### config.mk
export PLATFORM = sky130hd
export DESIGN_NAME = ultrasonic_echo_ranger
export DESIGN_NICKNAME = d
export VERILOG_FILES = /design/src/hdl/uer_pkg.sv /design/src/hdl/ultrasonic_echo_ranger.sv
export VERILOG_INCLUDE_DIRS = /design/src /design/src/hdl
export SDC_FILE = /design/constraint.sdc
export NUM_CORES = 1
export LEC_CHECK = 0
export BUFFER_PORTS_ARGS = -buffer_cell sky130_fd_sc_hd__clkbuf_2
export CAP_MARGIN = 15
export CELL_PAD_IN_SITES_DETAIL_PLACEMENT = 1
export CELL_PAD_IN_SITES_GLOBAL_PLACEMENT = 1
export CORE_MARGIN = 5
export CORE_UTILIZATION = 53
export CTS_CLUSTER_DIAMETER = 80
export DETAILED_ROUTE_END_ITERATION = 12
export PLACE_DENSITY_LB_ADDON = 0.1
export SLEW_MARGIN = 30
export SYNTH_ARGS = -nofsm -noshare
export SYNTH_HDL_FRONTEND = slang
export SYNTH_SLANG_ARGS = --single-unit
### constraint.sdc
create_clock -name clock -period 9.6 [get_ports clock]
set_input_delay 0.96 -clock clock [delete_from_list [all_inputs] [get_ports clock]]
set_output_delay 0.96 -clock clock [all_outputs]
set_load 0.05 [all_outputs]
### src/hdl/ultrasonic_echo_ranger_macros.svh
// Assertion macros shared by the RTL.
`ifndef ULTRASONIC_ECHO_RANGER_MACROS_SVH
`define ULTRASONIC_ECHO_RANGER_MACROS_SVH
`ifndef SYNTH
`define UER_ASSERT_SAME(label, clk, rst, ante, cons) \
   label: assert property (@(posedge clk) disable iff (rst) (ante) |-> (cons)) \
      else $error("assertion failed");
`define UER_ASSERT_NEXT(label, clk, rst, ante, cons) \
   label: assert property (@(posedge clk) disable iff (rst) (ante) |=> (cons)) \
      else $error("assertion failed");
`else
`define UER_ASSERT_SAME(label, clk, rst, ante, cons)
`define UER_ASSERT_NEXT(label, clk, rst, ante, cons)
`endif
`endif

### src/hdl/uer_pkg.sv
package uer_pkg;

   localparam int DIST_W = 16;
   localparam int DIV_W = 8;
   localparam int CNT_W = $clog2(DIST_W);

   localparam logic [1:0] OP_POLL = 2'd0;
   localparam logic [1:0] OP_CAPTURE = 2'd1;
   localparam logic [1:0] OP_READ = 2'd2;

   localparam logic [1:0] CSR_ECHO_LIMIT = 2'd0;
   localparam logic [1:0] CSR_TICKS_PER_UNIT = 2'd1;

   localparam logic [15:0] ECHO_LIMIT_RESET = 16'd23200;
   localparam logic [7:0] TICKS_PER_UNIT_RESET = 8'd58;
   localparam logic [15:0] WRAP_BASE = 16'hFFFF;

   typedef enum logic [1:0] {
      PH_TRIGGER,
      PH_WAIT,
      PH_CALC
   } phase_type;

   typedef enum logic [1:0] {
      SEQ_IDLE,
      SEQ_WIDTH,
      SEQ_DIV,
      SEQ_DONE
   } seq_state_type;

endpackage

### src/hdl/ultrasonic_echo_ranger.sv
// Channel   Ports                       Transfer when
// request   req_valid / req_ready       both high at a rising edge of clock
// response  rsp_valid / rsp_ready       both high at a rising edge of clock
// config    csr_valid / csr_ready       both high at a rising edge of clock
// A poll that finishes a measurement passes from request to response through the
// echo width step, the shared restoring divider and the presentation of the response.
// Every other request is answered in the cycle after its transfer.
// A request is taken only when the previous response has been transferred.
// Reset is synchronous and clears the phase, the sensor pointer and all stored readings.
`include "ultrasonic_echo_ranger_macros.svh"

module ultrasonic_echo_ranger #(
   parameter int SENSOR_COUNT = 4
) (
   input  logic        clock,
   input  logic        reset,
   input  logic        req_valid,
   output logic        req_ready,
   input  logic [1:0]  req_operation,
   input  logic [15:0] req_capture_value,
   input  logic [1:0]  req_sensor_index,
   output logic        rsp_valid,
   input  logic        rsp_ready,
   output logic        rsp_trigger_request,
   output logic [1:0]  rsp_trigger_sensor,
   output logic        rsp_capture_armed,
   output logic        rsp_edge_polarity,
   output logic        rsp_reading_valid,
   output logic [1:0]  rsp_reading_sensor,
   output logic [15:0] rsp_distance,
   input  logic        csr_valid,
   output logic        csr_ready,
   input  logic [1:0]  csr_index,
   input  logic [15:0] csr_wdata
);

   localparam int SIDX_W = (SENSOR_COUNT > 1) ? $clog2(SENSOR_COUNT) : 1;
   localparam int DW = uer_pkg::DIST_W;
   localparam int VW = uer_pkg::DIV_W;
   localparam int CW = uer_pkg::CNT_W;

   uer_pkg::seq_state_type state_ff, state_in;
   uer_pkg::phase_type phase_ff, phase_in;
   logic [1:0] cur_ff, cur_in;
   logic [SENSOR_COUNT-1:0] first_edge_ff, first_edge_in;
   logic [DW-1:0] start_ff [SENSOR_COUNT];
   logic [DW-1:0] start_in [SENSOR_COUNT];
   logic [DW-1:0] end_ff [SENSOR_COUNT];
   logic [DW-1:0] end_in [SENSOR_COUNT];
   logic [DW-1:0] dist_ff [SENSOR_COUNT];
   logic [DW-1:0] dist_in [SENSOR_COUNT];
   logic [DW-1:0] limit_ff, limit_in;
   logic [VW-1:0] ticks_ff, ticks_in;
   logic [DW-1:0] quot_ff, quot_in;
   logic [VW-1:0] rem_ff, rem_in;
   logic [CW-1:0] cnt_ff, cnt_in;
   logic trig_ff, trig_in;
   logic rvalid_ff, rvalid_in;
   logic [1:0] rsens_ff, rsens_in;
   logic [DW-1:0] rdist_ff, rdist_in;

   logic [SIDX_W-1:0] ci;
   logic [VW-1:0] div_eff;
   logic [DW-1:0] width;
   logic [DW-1:0] dividend;
   logic [VW:0] rem_sh;
   logic [VW:0] rem_diff;
   logic rem_ge;
   logic [DW-1:0] quot_step;
   logic [VW-1:0] rem_step;
   logic req_xfer;

   assign req_ready = (state_ff == uer_pkg::SEQ_IDLE);
   assign req_xfer = req_valid && req_ready;
   assign csr_ready = 1'b1;
   assign rsp_valid = (state_ff == uer_pkg::SEQ_DONE);
   assign rsp_trigger_request = trig_ff;
   assign rsp_trigger_sensor = cur_ff;
   assign rsp_capture_armed = (phase_ff == uer_pkg::PH_WAIT);
   assign rsp_edge_polarity = first_edge_ff[ci];
   assign rsp_reading_valid = rvalid_ff;
   assign rsp_reading_sensor = rsens_ff;
   assign rsp_distance = rdist_ff;

   assign ci = cur_ff[SIDX_W-1:0];
   assign div_eff = (ticks_ff == '0) ? VW'(1) : ticks_ff;
   assign width = (end_ff[ci] >= start_ff[ci]) ? (end_ff[ci] - start_ff[ci])
                : (uer_pkg::WRAP_BASE - start_ff[ci] + end_ff[ci]);
   assign dividend = (width < limit_ff) ? width : '0;
   assign rem_sh = {rem_ff, quot_ff[DW-1]};
   assign rem_diff = rem_sh - {1'b0, div_eff};
   assign rem_ge = (rem_sh >= {1'b0, div_eff});
   assign quot_step = {quot_ff[DW-2:0], rem_ge};
   assign rem_step = rem_ge ? rem_diff[VW-1:0] : rem_sh[VW-1:0];

   always_comb begin
      limit_in = limit_ff;
      ticks_in = ticks_ff;
      if (csr_valid && csr_ready) begin
         unique case (csr_index)
            uer_pkg::CSR_ECHO_LIMIT: limit_in = csr_wdata;
            uer_pkg::CSR_TICKS_PER_UNIT: ticks_in = csr_wdata[VW-1:0];
            default: ;
         endcase
      end
   end

   always_comb begin
      state_in = state_ff;
      phase_in = phase_ff;
      cur_in = cur_ff;
      first_edge_in = first_edge_ff;
      start_in = start_ff;
      end_in = end_ff;
      dist_in = dist_ff;
      quot_in = quot_ff;
      rem_in = rem_ff;
      cnt_in = cnt_ff;
      trig_in = trig_ff;
      rvalid_in = rvalid_ff;
      rsens_in = rsens_ff;
      rdist_in = rdist_ff;
      unique case (state_ff)
         uer_pkg::SEQ_IDLE: begin
            if (req_xfer) begin
               state_in = uer_pkg::SEQ_DONE;
               trig_in = 1'b0;
               rvalid_in = 1'b0;
               rsens_in = '0;
               rdist_in = '0;
               unique case (req_operation)
                  uer_pkg::OP_POLL: begin
                     if (phase_ff == uer_pkg::PH_CALC) begin
                        state_in = uer_pkg::SEQ_WIDTH;
                     end else if (phase_ff == uer_pkg::PH_TRIGGER) begin
                        trig_in = 1'b1;
                        phase_in = uer_pkg::PH_WAIT;
                     end
                  end
                  uer_pkg::OP_CAPTURE: begin
                     if (phase_ff == uer_pkg::PH_WAIT) begin
                        if (!first_edge_ff[ci]) begin
                           start_in[ci] = req_capture_value;
                           first_edge_in[ci] = 1'b1;
                        end else begin
                           end_in[ci] = req_capture_value;
                           first_edge_in[ci] = 1'b0;
                           phase_in = uer_pkg::PH_CALC;
                        end
                     end
                  end
                  uer_pkg::OP_READ: begin
                     if ({1'b0, req_sensor_index} < 3'(SENSOR_COUNT)) begin
                        rdist_in = dist_ff[req_sensor_index[SIDX_W-1:0]];
                     end
                  end
                  default: ;
               endcase
            end
         end
         uer_pkg::SEQ_WIDTH: begin
            quot_in = dividend;
            rem_in = '0;
            cnt_in = '0;
            state_in = uer_pkg::SEQ_DIV;
         end
         uer_pkg::SEQ_DIV: begin
            quot_in = quot_step;
            rem_in = rem_step;
            cnt_in = cnt_ff + CW'(1);
            if (cnt_ff == CW'(DW - 1)) begin
               dist_in[ci] = quot_step;
               rdist_in = quot_step;
               rvalid_in = 1'b1;
               rsens_in = cur_ff;
               cur_in = (cur_ff == 2'(SENSOR_COUNT - 1)) ? 2'd0 : cur_ff + 2'd1;
               phase_in = uer_pkg::PH_TRIGGER;
               state_in = uer_pkg::SEQ_DONE;
            end
         end
         uer_pkg::SEQ_DONE: begin
            if (rsp_ready) begin
               state_in = uer_pkg::SEQ_IDLE;
            end
         end
         default: state_in = uer_pkg::SEQ_IDLE;
      endcase
   end

   always_ff @(posedge clock) begin
      if (reset) begin
         state_ff <= uer_pkg::SEQ_IDLE;
      end else begin
         state_ff <= state_in;
      end
   end

   always_ff @(posedge clock) begin
      if (reset) begin
         phase_ff <= uer_pkg::PH_TRIGGER;
         cur_ff <= '0;
         first_edge_ff <= '0;
         limit_ff <= uer_pkg::ECHO_LIMIT_RESET;
         ticks_ff <= uer_pkg::TICKS_PER_UNIT_RESET;
         cnt_ff <= '0;
         for (int i = 0; i < SENSOR_COUNT; i++) begin
            dist_ff[i] <= '0;
         end
      end else begin
         phase_ff <= phase_in;
         cur_ff <= cur_in;
         first_edge_ff <= first_edge_in;
         limit_ff <= limit_in;
         ticks_ff <= ticks_in;
         cnt_ff <= cnt_in;
         dist_ff <= dist_in;
      end
   end

   always_ff @(posedge clock) begin
      start_ff <= start_in;
      end_ff <= end_in;
      quot_ff <= quot_in;
      rem_ff <= rem_in;
      trig_ff <= trig_in;
      rvalid_ff <= rvalid_in;
      rsens_ff <= rsens_in;
      rdist_ff <= rdist_in;
   end

   `UER_ASSERT_NEXT(a_div_ends, clock, reset,
      state_ff == uer_pkg::SEQ_DIV && cnt_ff == CW'(DW - 1),
      state_ff == uer_pkg::SEQ_DONE)
   `UER_ASSERT_NEXT(a_calc_poll_divides, clock, reset,
      req_xfer && req_operation == uer_pkg::OP_POLL && phase_ff == uer_pkg::PH_CALC,
      state_ff == uer_pkg::SEQ_WIDTH)
   `UER_ASSERT_SAME(a_reading_rearms, clock, reset,
      rsp_valid && rsp_reading_valid,
      phase_ff == uer_pkg::PH_TRIGGER && !rsp_trigger_request)
   `UER_ASSERT_NEXT(a_second_edge_calc, clock, reset,
      req_xfer && req_operation == uer_pkg::OP_CAPTURE
         && phase_ff == uer_pkg::PH_WAIT && first_edge_ff[ci],
      phase_ff == uer_pkg::PH_CALC && !rsp_capture_armed)

endmodule

==> results of run 1 <==
sequential cells by signal, indices dropped and copies added, names as in the netlist, 4 cells and up, named ones only:
register,count
dist_ff,64
rsp_distance,16
cnt_ff,4
rem_ff,8
limit_ff,16
start_ff,64
ticks_ff,8
end_ff,64
quot_ff,16
final timing paths:
kind	to	cells after the start	slack, ps
max	quot_ff[8]	19	3070
min	dist_ff[15]	2	450
max reg2reg	quot_ff[8]	19	3070
min reg2reg	dist_ff[15]	2	450
stage by stage:
step	util (%)	hold WS [ps]	worst slack [ps]
4_1_cts	60.1	455	3000
6_report	60.2	454	3070
3_3_place_gp	56.0	439	3230
3_5_place_dp	56.1	447	3080
2_1_floorplan	-	432	3390
5_1_grt	60.1	480	2530
logic make-up (layout without fill, tap and decap cells):
logic type	after synthesis	in the layout	synth area share, %
other	1	2	0.0301
buffers and inverters	113	190	3.44
muxes	55	55	9.38
and+or+nand+nor	334	334	11.9
xor gates and xnor gates	13	13	0.914
DFF	274	274	57.8
AOI/OAI and AO/OA	221	221	11.2
adders and majority gates	51	51	5.30
placed cells by master (no fill, tap or decap), types with 7 or more instances in the layout:
master	synthesis	routed
clkbuf_16	0	29
inv_1	60	60
a211o_1	10	10
dfxtp_1	102	101
a22o_1	20	20
and3_1	13	7
nand4_1	8	8
nand3_1	9	9
clkbuf_2	0	67
nor2b_1	9	9
a211oi_1	10	10
nand2_1	190	190
nor2_1	51	50
a21o_1	9	9
o21ai_0	27	27
nand2b_1	8	8
edfxtp_1	172	172
clkinv_2	0	11
buf_4	1	8
ha_1	48	48
o21a_1	8	8
a21oi_1	104	104
nor3_1	18	18
mux4_2	49	49
xnor2_1	9	9
area by class of cell:
type	count	area, µm²
clock buffer	36	782
multi-input combinational	675	4850
inverter	60	225
sequential	274	7210
antenna	1	2.50
tap	319	399
timing repair buffer	77	427
fill	2376	9300
clock inverter	17	140
metal layers:
metal / track usage [%] / share of wire, % / up-vias
li1: - / - / 3988
met1: 31.1 / 43 / 4260
met2: 41.8 / 51 / 151
met3: 2.90 / 3.5 / 53
met4: 6.10 / 2.5 / 0
met5: 0 / 0 / -
Yosys cell counts (all sizes together) (8+ instances only):
cell type	count	area (µm²)
nand2	190	713
edfxtp	172	5160
a21oi	104	521
dfxtp	102	2040
inv	60	225
nor2	51	191
mux4	49	1100
ha	48	601
clkbuf	43	161
o21ai	30	150
a22o	20	175
nor3	18	90.1
and3	13	81.3
a211o	10	87.6
a211oi	10	75.1
buf	10	42.5
nand3	10	55.1
a21o	9	67.6
nor2b	9	56.3
xnor2	9	78.8
nand2b	8	50.1
nand4	8	50.1
o21a	8	60.1
power breakdown:
part	switching, W	internal [W]
sequential	0.000100	0.00141
combinational	0.000472	0.000177
clock	0.000451	0.000630
worst reg2reg max path, stage by stage, from the launching register on:
cell and delay (ps):
dfxtp_2 730, buf_4 470, mux4_2 570, ha_1 430, nand4_1 200, or3_1 380, or3_4 410, nand3_2 150
mux2_4 340, a41o_1 240, a211oi_1 390, nor2_1 80, ha_1 290, and4_1 210, a21oi_1 200, nand2_1 110
nor4b_1 250, a211oi_1 110, nor2_1 590, a22o_1 240
==> impl_results.md, run 1 <==
* CP Class: reg -> reg
* Unique masters post-synth at 60
* Initial antenna violation count at 0
* Worst path top cell family by delay: simple AND/OR/NAND/NOR gates
* Seq/Total Area, Yosys at a little under 60%
* Die Width at around 160 µm
* Final Wtd Congestion at 0.869
* Post-synthesis area per instance at roughly 12 µm²
* Worst-Skew Late Latency at 540 ps
* Required @ worst endpoint at 10,000 ps
* Total power at 0.00324 W
* Vias per cell at 5.79
* Clk sinks at 274
* Worst hold start: dist_ff[15]
* Antenna Nets Post-Route at 0
* # hold bufs at CTS at 0
* Detailed-route via count at 8,452
* CP startpoint: rsp_trigger_sensor[0]
* Critical-path cell list: buf_4 > mux4_2 > ha_1 > nand4_1 > or3_1 > or3_4 > nand3_2 > mux2_4 > a41o_1 > a211oi_1 > nor2_1 > ha_1 > and4_1 > a21oi_1 > nand2_1 > nor4b_1 > a211oi_1 > nor2_1 > a22o_1
* IO Pins at 70
* Endpoints failing setup at 0
* Post-CTS Resized at 0
* Peak supply drop at 0.000223 V
* Post-DP HPWL at 20,600 µm
* IO Port Bufs at 68
* Pins Over Slew Limit at 0
* Placed instance count at 1,404
* Die Area at 26,700 µm²
* Final period utilization at 68.1%
* Fmax at between 150 and 200 MHz
* Total grt overflow at 0
* Mapped Area at 12,500 µm²
* Hold Vio Cnt, Final at 0
* DIE HEIGHT at around 160 µm
* Fin cells at approximately 1,500
* Minimum clock period at 6530 ps
* Flops & latches, synth at approximately 270
* Pleak at 5.17 nW
* Share of layout cells above drive strength 1 at between 10% and 20%
* Synth Warn # at 0
* Worst Path Max Fanout at 21
* Worst min-delay path class: reg -> reg
* Startpoint type of the worst setup path: flop
* DRT iter0 DRCs at roughly 570
* Skew final at 9.72 ps
* Core ar. at 23,300 µm²
* Status: finished clean
* RSZ-0062 raised after global routing: no
* Post-synth EDFFs at 172
* Root buffer cell: clkbuf_16
* Postcts setup bufs at 0
* Num CTS Buffers at 29
* Syn_nets at around 1,200
* Worst R2R Start: rsp_trigger_sensor[0]
* Slowest CP cell: dfxtp_2
* Ys flop type: edfxtp_1
* Post-route setup TNS at 0 ps
* Placed Area at around 13,000 µm²
* DRC at 0
* Site Rows at 56
* TritonCTS clock tree: yes
* Detailed Route WL at 30,600 µm
* Ys async rst share at 0%
* Final Instance Area at 14,000 µm²
* Nets@finish at 1,211
* H-tree Lvls at 1
* Vias in the first global route at about 9,000
* Critical Path Sink Type: flop
* CP bufs+invs at 1
* WL/cell at 21.0 µm
* CP peak stage delay at 730 ps
* Pin count of the biggest net entering global routing at 55
* CTS Buffer Depth at 3
* Pwr Density at 231 nW/µm²
* First-pass GRT wire length at 49,600 µm
* Worst Path Arrival at ~6900 ps
* Cells after Synth at 1,062
* Rel. slew slack at 41.8%
* Starting Density at between 50% and 60%
* Maxcap violations at 0
* Area growth, synth to finish at 12.6%
* DR pass1 iterations at 4
* Worst-Margin Slew at 873 ps
* Clk slew on worst S/H paths at 60 ps
* Tot GR Track Use at 23.6%
Power figures use the tool's default switching activity.
==> run 2, diff against run 1 <==
--- a/config.mk
+++ b/config.mk
@@ -11,7 +11,7 @@
 export CELL_PAD_IN_SITES_DETAIL_PLACEMENT = 1
 export CELL_PAD_IN_SITES_GLOBAL_PLACEMENT = 1
 export CORE_MARGIN = 5
-export CORE_UTILIZATION = 53
+export CORE_UTILIZATION = 50
 export CTS_CLUSTER_DIAMETER = 80
 export DETAILED_ROUTE_END_ITERATION = 12
 export PLACE_DENSITY_LB_ADDON = 0.1
==> constraint.sdc (replaced) <==
create_clock -name clock -period 6.6 [get_ports clock]
set_input_delay 0.66 -clock clock [delete_from_list [all_inputs] [get_ports clock]]
set_output_delay 0.66 -clock clock [all_outputs]
set_load 0.05 [all_outputs]
==> run 2 against run 1 <==
Compared with the run above: wire length is 0.46% lower; cell count increased by 0.14%; count of clock-buffer cells in the layout increased by 8; flip-flop and latch count stayed put; final area about the same; largest cell class unchanged.
==> impl_results.md, run 2 (synthesis results as in run 1) <==
* Minimum clock period at 6010 ps (-526 ps)
* Peak supply drop at 0.000259 V (+16%)
* Internal power at 0.00325 W (+46%)
* Commonest non-fill, non-tap cell in the layout: nand2_1
* Die Area at 28,200 µm² (+5.6%)
* Worst-Skew Late Latency at 550 ps (about the same)
* DRC at 0 (unchanged)
* Nets@finish at 1,209 (-0.17%)
* CP bufs+invs at 3 (+2)
* Worst path depth at 21 (+2)
* Clk pwr share at 33.7% (+0.4 points)
* Num CTS Buffers at 29 (unchanged)
* Hold Path Stages at 2 (unchanged)
* Hold Vio Cnt, Final at 0 (unchanged)
* Reg-to-Reg End: quot_ff[0]
* DR pass1 iterations at 5 (+1)
* CP endpoint: quot_ff[0]
* Final period utilization at 91.0% (+23 points)
* R2R depth at 21 (+2)
* Clk slew on worst S/H paths at 60 ps (about the same)
* Area growth, synth to finish at 12.6% (about the same)
* Reg power frac at 46.3% (-0.3 points)
* Vias in the first global route at 8,846 (-1.4%)
* Share of layout cells above drive strength 1 at 16.7% (-0.058 points)
* Clk sinks at 274 (unchanged)
* CP Class: reg -> reg
* IO Pins at 70 (unchanged)
* TritonCTS clock tree: yes
* Pin count of the biggest net entering global routing at 103 (+87%)
* Fillers at 2,519 (+6.0%)
* Rel. slew slack at 40.4% (-1.4 points)
* Commonest non-fill, non-tap cells in the layout: 190 x nand2_1, 172 x edfxtp_1, 104 x a21oi_1
* Post-DP HPWL at 20,500 µm (-0.51%)
* Status: finished clean
* Pwr Density at 338 nW/µm² (+46%)
* Tot GR Track Use at 21.3% (-2.3 points)
* Worst-Margin Slew at 894 ps (+20.7 ps)
* Worst Path Arrival at 6270 ps (-670 ps)
* Worst R2R Start: rsp_trigger_sensor[0]
* CTS Buffer Depth at 3 (unchanged)
* Endpoints failing setup at 0 (unchanged)
* Slowest CP cell: mux4_2
* Root buffer cell: clkbuf_16
* Startpoint type of the worst setup path: flop
* Maxcap violations at 0 (unchanged)
* Required @ worst endpoint at 6860 ps (-3140 ps)
* IO Port Bufs at 68 (unchanged)
* Vias per cell at 5.71 (-1.5%)
* Skew final at 21.3 ps (+11.6 ps)
* Fmax at 166 MHz (+8.7%)
* Site Rows at 57 (+1.8%)
* RSZ-0062 raised after global routing: no
* Reg2Reg Setup Slack at 590 ps (-2470 ps)
* Detailed-route via count at 8,338 (-1.3%)
* Comb pwr share at 19.9% (about the same)
* Final Wtd Congestion at 0.854 (-1.7%)
* Worst Path Max Fanout at 18 (-14%)
* P_sw at 0.00149 W (+46%)
* Pins Over Slew Limit at 0 (unchanged)
* Die Width at 168 µm (+2.8%)
* Worst path top cell family by delay: compound AO/OA/AOI/OAI gates
* Antenna Nets Post-Route at 0 (unchanged)
* Initial antenna violation count at 0 (unchanged)
* Core ar. at 24,500 µm² (+4.8%)
* CP peak stage delay at 560 ps (-170 ps)
* First-pass GRT wire length at 48,400 µm (-2.4%)
* N_diodes at 0 (-1)
* CP startpoint: rsp_trigger_sensor[0]
* Total grt overflow at 0 (unchanged)
* Largest regs: dist_ff x64, end_ff x64, start_ff x64
* DRT iter0 DRCs at 508 (-11%)
* H-tree Lvls at 1 (unchanged)
* WL/cell at 20.9 µm (-0.60%)
* Final core utilization at 57.4% (-2.8 points)
* Critical-path cell list: buf_4 > mux4_2 > inv_1 > ha_1 > inv_1 > fa_1 > a21o_1 > a31oi_1 > or3_4 > nand3_2 > mux2_4 > a41o_1 > a211oi_1 > nor2_1 > ha_1 > and4_1 > o211ai_1 > a311o_1 > a211oi_1 > or2_0 > o22ai_1
* Starting Density at 50.9% (-2.5 points)
* Detailed Route WL at 30,500 µm (-0.46%)
* Post-route setup TNS at 0 ps (unchanged)
* Critical Path Sink Type: flop
* DIE HEIGHT at 168 µm (+2.8%)
* Net Sw Frac at 31.5% (-0.087 points)
* Pleak at 5.16 nW (-0.33%)
* Worst min-delay path class: in -> reg
## run 2: cell types whose count changed in the layout (fill, tap and decap cells not counted), moves of 2 or more
cell and delta:
inv_6 +2, and3_1 -2, and3_2 +2, clkbuf_8 +5, clkinv_4 -2, clkinv_2 -7
clkbuf_1 +3
## run 2: layout make-up
type / instances / area (µm²) / share of cell area [%]
flip-flops and latches: 274 / 7210 / 51.4
well taps: 324 / 405 / 2.89
clock inverters: 9 / 78.8 / 0.561
clock buffers: 44 / 862 / 6.14
repair buffers: 75 / 399 / 2.84
inverters: 60 / 225 / 1.60
multi-input cells: 675 / 4860 / 34.6
## run 2: through the flow
stage | setup slack (ps) | total power (W) | cells | area (µm²) | hold slack (ps)
after floorplan | 390 | 0.00288 | 1062 | 12500 | 432
after global placement | 500 | 0.00316 | 1408 | 13100 | 439
after detailed placement | 291 | 0.00319 | 1408 | 13100 | 449
after CTS | 205 | 0.00479 | 1461 | 14000 | 295
after global routing | 94.3 | 0.00496 | 1461 | 14000 | 293
final | 592 | 0.00474 | 1461 | 14000 | 311
## run 2: worst reg2reg max path, delay by kind of cell (launching register included)
| kind | cells | cell delay, ps |
|---|---|---|
| AOI/OAI and AO/OA | 8 | 1910 |
| and+or+nand+nor | 5 | 980 |
| muxes | 2 | 950 |
| adders and majority gates | 3 | 850 |
| DFF | 1 | 530 |
| buffers and inverters | 3 | 500 |
## run 2: power by group through the flow
stage          sequential, W  clock [W]  combinational (W)
2_1_floorplan        0.00240          0           0.000478
3_3_place_gp         0.00223          0           0.000926
3_5_place_dp         0.00224          0           0.000952
4_1_cts              0.00220    0.00163           0.000957
5_1_grt              0.00222    0.00171            0.00103
6_report             0.00220    0.00160           0.000944
## run 2: how the worst min path moves through the flow
stage / start / endpoint / slack, ps
2_1_floorplan: limit_ff[0] / limit_ff[0] / 430
3_3_place_gp: dist_ff[8] / dist_ff[8] / 440
3_5_place_dp: limit_ff[8] / limit_ff[8] / 450
4_1_cts: csr_wdata[9] / limit_ff[9] / 290
5_1_grt: csr_wdata[9] / limit_ff[9] / 290
6_report: csr_wdata[9] / limit_ff[9] / 310
## run 2: repair_timing
action | CTS | global route
gates resized for setup | 0 | 2
setup buffers | 0 | 0
hold buffers | 0 | 0
setup endpoints to repair | 0 | 15
endpoints found under the hold margin | 0 | 0
## run 2: routing by layer
| layer | up-vias | GRT usage, % | wire [µm] |
|---|---|---|---|
| li1 | 3990 | - | - |
| met1 | 4192 | 28.1 | 13600 |
| met2 | 126 | 38.4 | 15500 |
| met3 | 30 | 2.56 | 949 |
| met4 | 0 | 4.02 | 471 |
| met5 | - | 0 | 0 |
==> run 3, diff against run 2 <==
--- a/config.mk
+++ b/config.mk
@@ -6,14 +6,15 @@
 export SDC_FILE = /design/constraint.sdc
 export NUM_CORES = 1
 export LEC_CHECK = 0
-export BUFFER_PORTS_ARGS = -buffer_cell sky130_fd_sc_hd__clkbuf_2
+export ABC_CLOCK_PERIOD_IN_PS = 6600
 export CAP_MARGIN = 15
 export CELL_PAD_IN_SITES_DETAIL_PLACEMENT = 1
 export CELL_PAD_IN_SITES_GLOBAL_PLACEMENT = 1
 export CORE_MARGIN = 5
-export CORE_UTILIZATION = 50
+export CORE_UTILIZATION = 52
 export CTS_CLUSTER_DIAMETER = 80
 export DETAILED_ROUTE_END_ITERATION = 12
+export DONT_BUFFER_PORTS = 1
 export PLACE_DENSITY_LB_ADDON = 0.1
 export SLEW_MARGIN = 30
 export SYNTH_ARGS = -nofsm -noshare
==> run 3 against run 2 <==
Compared with the run above: utilization increased by 0.96 points; count of clock-buffer cells in the layout down 7; combinational power fell by 33%; flip-flop and latch count is the same; die area fell by 3.6%; clock skew barely moved; worst hold slack lost 130 ps; sequential power up 10%; clock power rose by 2%; critical path type unchanged; highest routed layer is now met5.
==> impl_results.md, run 3 (synthesis results as in run 1) <==
* Share of layout cells above drive strength 1 at 11.8% (-4.9 points)
* M1 WL at 13,000 µm (-4.0%)
* Vias per cell at 5.86 (+2.7%)
* Critical-path cell list: buf_4 > mux4_2 > inv_1 > ha_1 > inv_1 > fa_1 > a21o_1 > a31oi_1 > or3_4 > nand3_2 > mux2_4 > a41o_1 > a211oi_1 > nor2_1 > ha_1 > and4_1 > a21oi_1 > nand2_1 > nor4b_1 > a211oi_1 > or2_0 > o31ai_2
* Root buffer cell: clkbuf_16
* DRT iter0 DRCs at 409 (-19%)
* Fillers at 2,395 (-4.9%)
* Final Instance Area at 13,700 µm² (-2.2%)
* Total grt overflow at 0 (unchanged)
* Critical Path Sink Type: flop
* Peak supply drop at 0.000226 V (-13%)
* Site Rows at 56 (-1.8%)
* Final period utilization at 92.8% (+1.7 points)
* Slowest CP cell: dfxtp_2
* Pin count of the biggest net entering global routing at 103 (unchanged)
* Met2 WL post-DR at 15,000 µm (-3.0%)
* Comb pwr share at 13.5% (-6.4 points)
* CP startpoint: rsp_trigger_sensor[0]
* Placed Area at 12,700 µm² (-2.6%)
* Internal power at 0.00322 W (-0.79%)
* First-pass GRT wire length at 48,100 µm (-0.57%)
* CTS Buffer Depth at 3 (unchanged)
* Max Used Layer: met5
* R2R depth at 22 (+4.8%)
* Net Sw Frac at 31.4% (-0.084 points)
* Worst Path Arrival at 6490 ps (+220 ps)
* Pwr Density at 342 nW/µm² (+1.3%)
* Initial antenna violation count at 4 (+4)
* Final Wtd Congestion at 0.850 (-0.47%)
* Worst hold start: reset
* Antenna Nets Post-Route at 0 (unchanged)
* Nets@finish at 1,144 (-5.4%)
* N_diodes at 0 (unchanged)
* Skew final at 21.8 ps (+0.479 ps)
* Clk slew on worst S/H paths at 70 ps (about the same)
* Area growth, synth to finish at 10.2%
* Detailed-route via count at 8,168 (-2.0%)
* CP peak stage delay at 750 ps (+190 ps)
* Die Area at 27,200 µm² (-3.6%)
* Largest regs: dist_ff x64, end_ff x64, start_ff x64
* # hold bufs at CTS at 0 (unchanged)
* H-tree Lvls at 1 (unchanged)
* Num CTS Buffers at 30 (+3.4%)
* TritonCTS clock tree: yes
* Hold Vio Cnt, Final at 0 (unchanged)
* Maxcap violations at 0 (unchanged)
* Reg power frac at 51.6% (+5.3 points)
* Tot GR Track Use at 22.6% (+1.2 points)
* Register area at 7210 µm² (about the same)
* DIE HEIGHT at 165 µm (-1.8%)
* Post-DP HPWL at 20,300 µm (-1.0%)
* Worst Path Max Fanout at 19 (+1)
* IO Pins at 70 (unchanged)
* IO Port Bufs at 0 (-100%)
* Worst path depth at 22 (+4.8%)
* Vias in the first global route at 8,700 (-1.7%)
* Required @ worst endpoint at 6970 ps (+110 ps)
* Worst-Margin Slew at 938 ps (+43.8 ps)
* Worst path top cell family by delay: compound AO/OA/AOI/OAI gates
* Minimum clock period at 6120 ps (+114 ps)
* Worst min-delay path class: in -> reg
* CP bufs+invs at 3 (unchanged)
* DRC at 0 (unchanged)
* RSZ-0062 raised after global routing: no
* Commonest non-fill, non-tap cell in the layout: nand2_1
* Footprint of the multi-input gates at 4850 µm² (-0.10%)
* Detailed Route WL at 29,900 µm (-1.9%)
* Clk sinks at 274 (unchanged)
* Status: finished clean
* Clk pwr share at 34.9% (+1.2 points)
* Starting Density at 52.9% (+2.0 points)
* Pleak at 4.90 nW (-5.1%)
* Core ar. at 23,500 µm² (-3.8%)
* Worst-Skew Late Latency at 560 ps (about the same)
* Post-route setup TNS at 0 ps (unchanged)
* Startpoint type of the worst setup path: flop
* Hold Path Stages at 1 (-1)
* CP Class: reg -> reg
* Fmax at 163 MHz (-1.9%)
* Met3 WL post-DR at 1210 µm (+27%)
* Worst R2R Start: rsp_trigger_sensor[0]
* Pins Over Slew Limit at 0 (unchanged)
* Die Width at 165 µm (-1.8%)
* Rel. slew slack at 37.5% (-2.9 points)
* P_sw at 0.00147 W (-1.2%)
* WL/cell at 21.5 µm (+2.9%)
* Endpoints failing setup at 0 (unchanged)
* Commonest non-fill, non-tap cells in the layout: 190 x nand2_1, 172 x edfxtp_1, 104 x a21oi_1
* DR pass1 iterations at 4 (-1)
run 3: cell count changes in the layout (fill, tap and decap cells not counted), sizes merged:
cell,change
clkbuf,-74
clkinv,+10
inv,-2
buf,+1
bufinv,+1
clkinvlp,+1
run 3: power by group through the flow:
stage                     Combinational (W)  Sequential, W  Clock [W]
after floorplan                    0.000478        0.00240          0
after global placement             0.000620        0.00246          0
after detailed placement           0.000635        0.00246          0
after CTS                          0.000640        0.00243    0.00167
after global routing               0.000704        0.00244    0.00176
final                              0.000634        0.00242    0.00164
run 3: repair_timing:
action / CTS / global route
buffers inserted: 0 / 0
setup endpoints to repair: 0 / 11
resized for setup: 0 / 1
run 3: final cells by class:
| class | instances | area share, % |
|---|---|---|
| clock buffer | 37 | 5.88 |
| clock inverter | 19 | 1.28 |
| inverter | 60 | 1.64 |
| multi-input combinational | 675 | 35.3 |
| sequential | 274 | 52.5 |
| tap | 319 | 2.91 |
| timing repair buffer | 9 | 0.492 |
run 3: worst register-to-register path, stage by stage, from the launching register on:
cell and delay (ps):
dfxtp_2 750, buf_4 320, mux4_2 540, inv_1 70
ha_1 170, inv_1 60, fa_1 390, a21o_1 170
a31oi_1 220, or3_4 190, nand3_2 140, mux2_4 370
a41o_1 240, a211oi_1 370, nor2_1 100, ha_1 300
and4_1 210, a21oi_1 190, nand2_1 100, nor4b_1 290
a211oi_1 120, or2_0 360, o31ai_2 270
run 3: final timing paths:
check | end | slack (ps)
setup / recovery | quot_ff[14] | 480
hold / removal | ticks_ff[6] | 180
setup reg to reg | quot_ff[14] | 480
hold reg to reg | limit_ff[3] | 450
run 3: through the flow:
stage / hold WS, ps / setup slack (ps) / power, W / instances / util (%)
2_1_floorplan: 432 / 390 / 0.00288 / 1062 / -
3_3_place_gp: 435 / 529 / 0.00308 / 1337 / 54.1
3_5_place_dp: 441 / 373 / 0.00309 / 1337 / 54.1
4_1_cts: 140 / 297 / 0.00474 / 1393 / 58.3
5_1_grt: 149 / 9.86 / 0.00491 / 1393 / 58.3
6_report: 177 / 478 / 0.00470 / 1393 / 58.3
run 3: metal layers:
metal | GRT usage (%) | vias to the layer above
met1 | 29.6 | 4113
li1 | - | 3848
met4 | 5.26 | 8
met5 | 0 | -
met2 | 39.2 | 150
met3 | 4.12 | 49
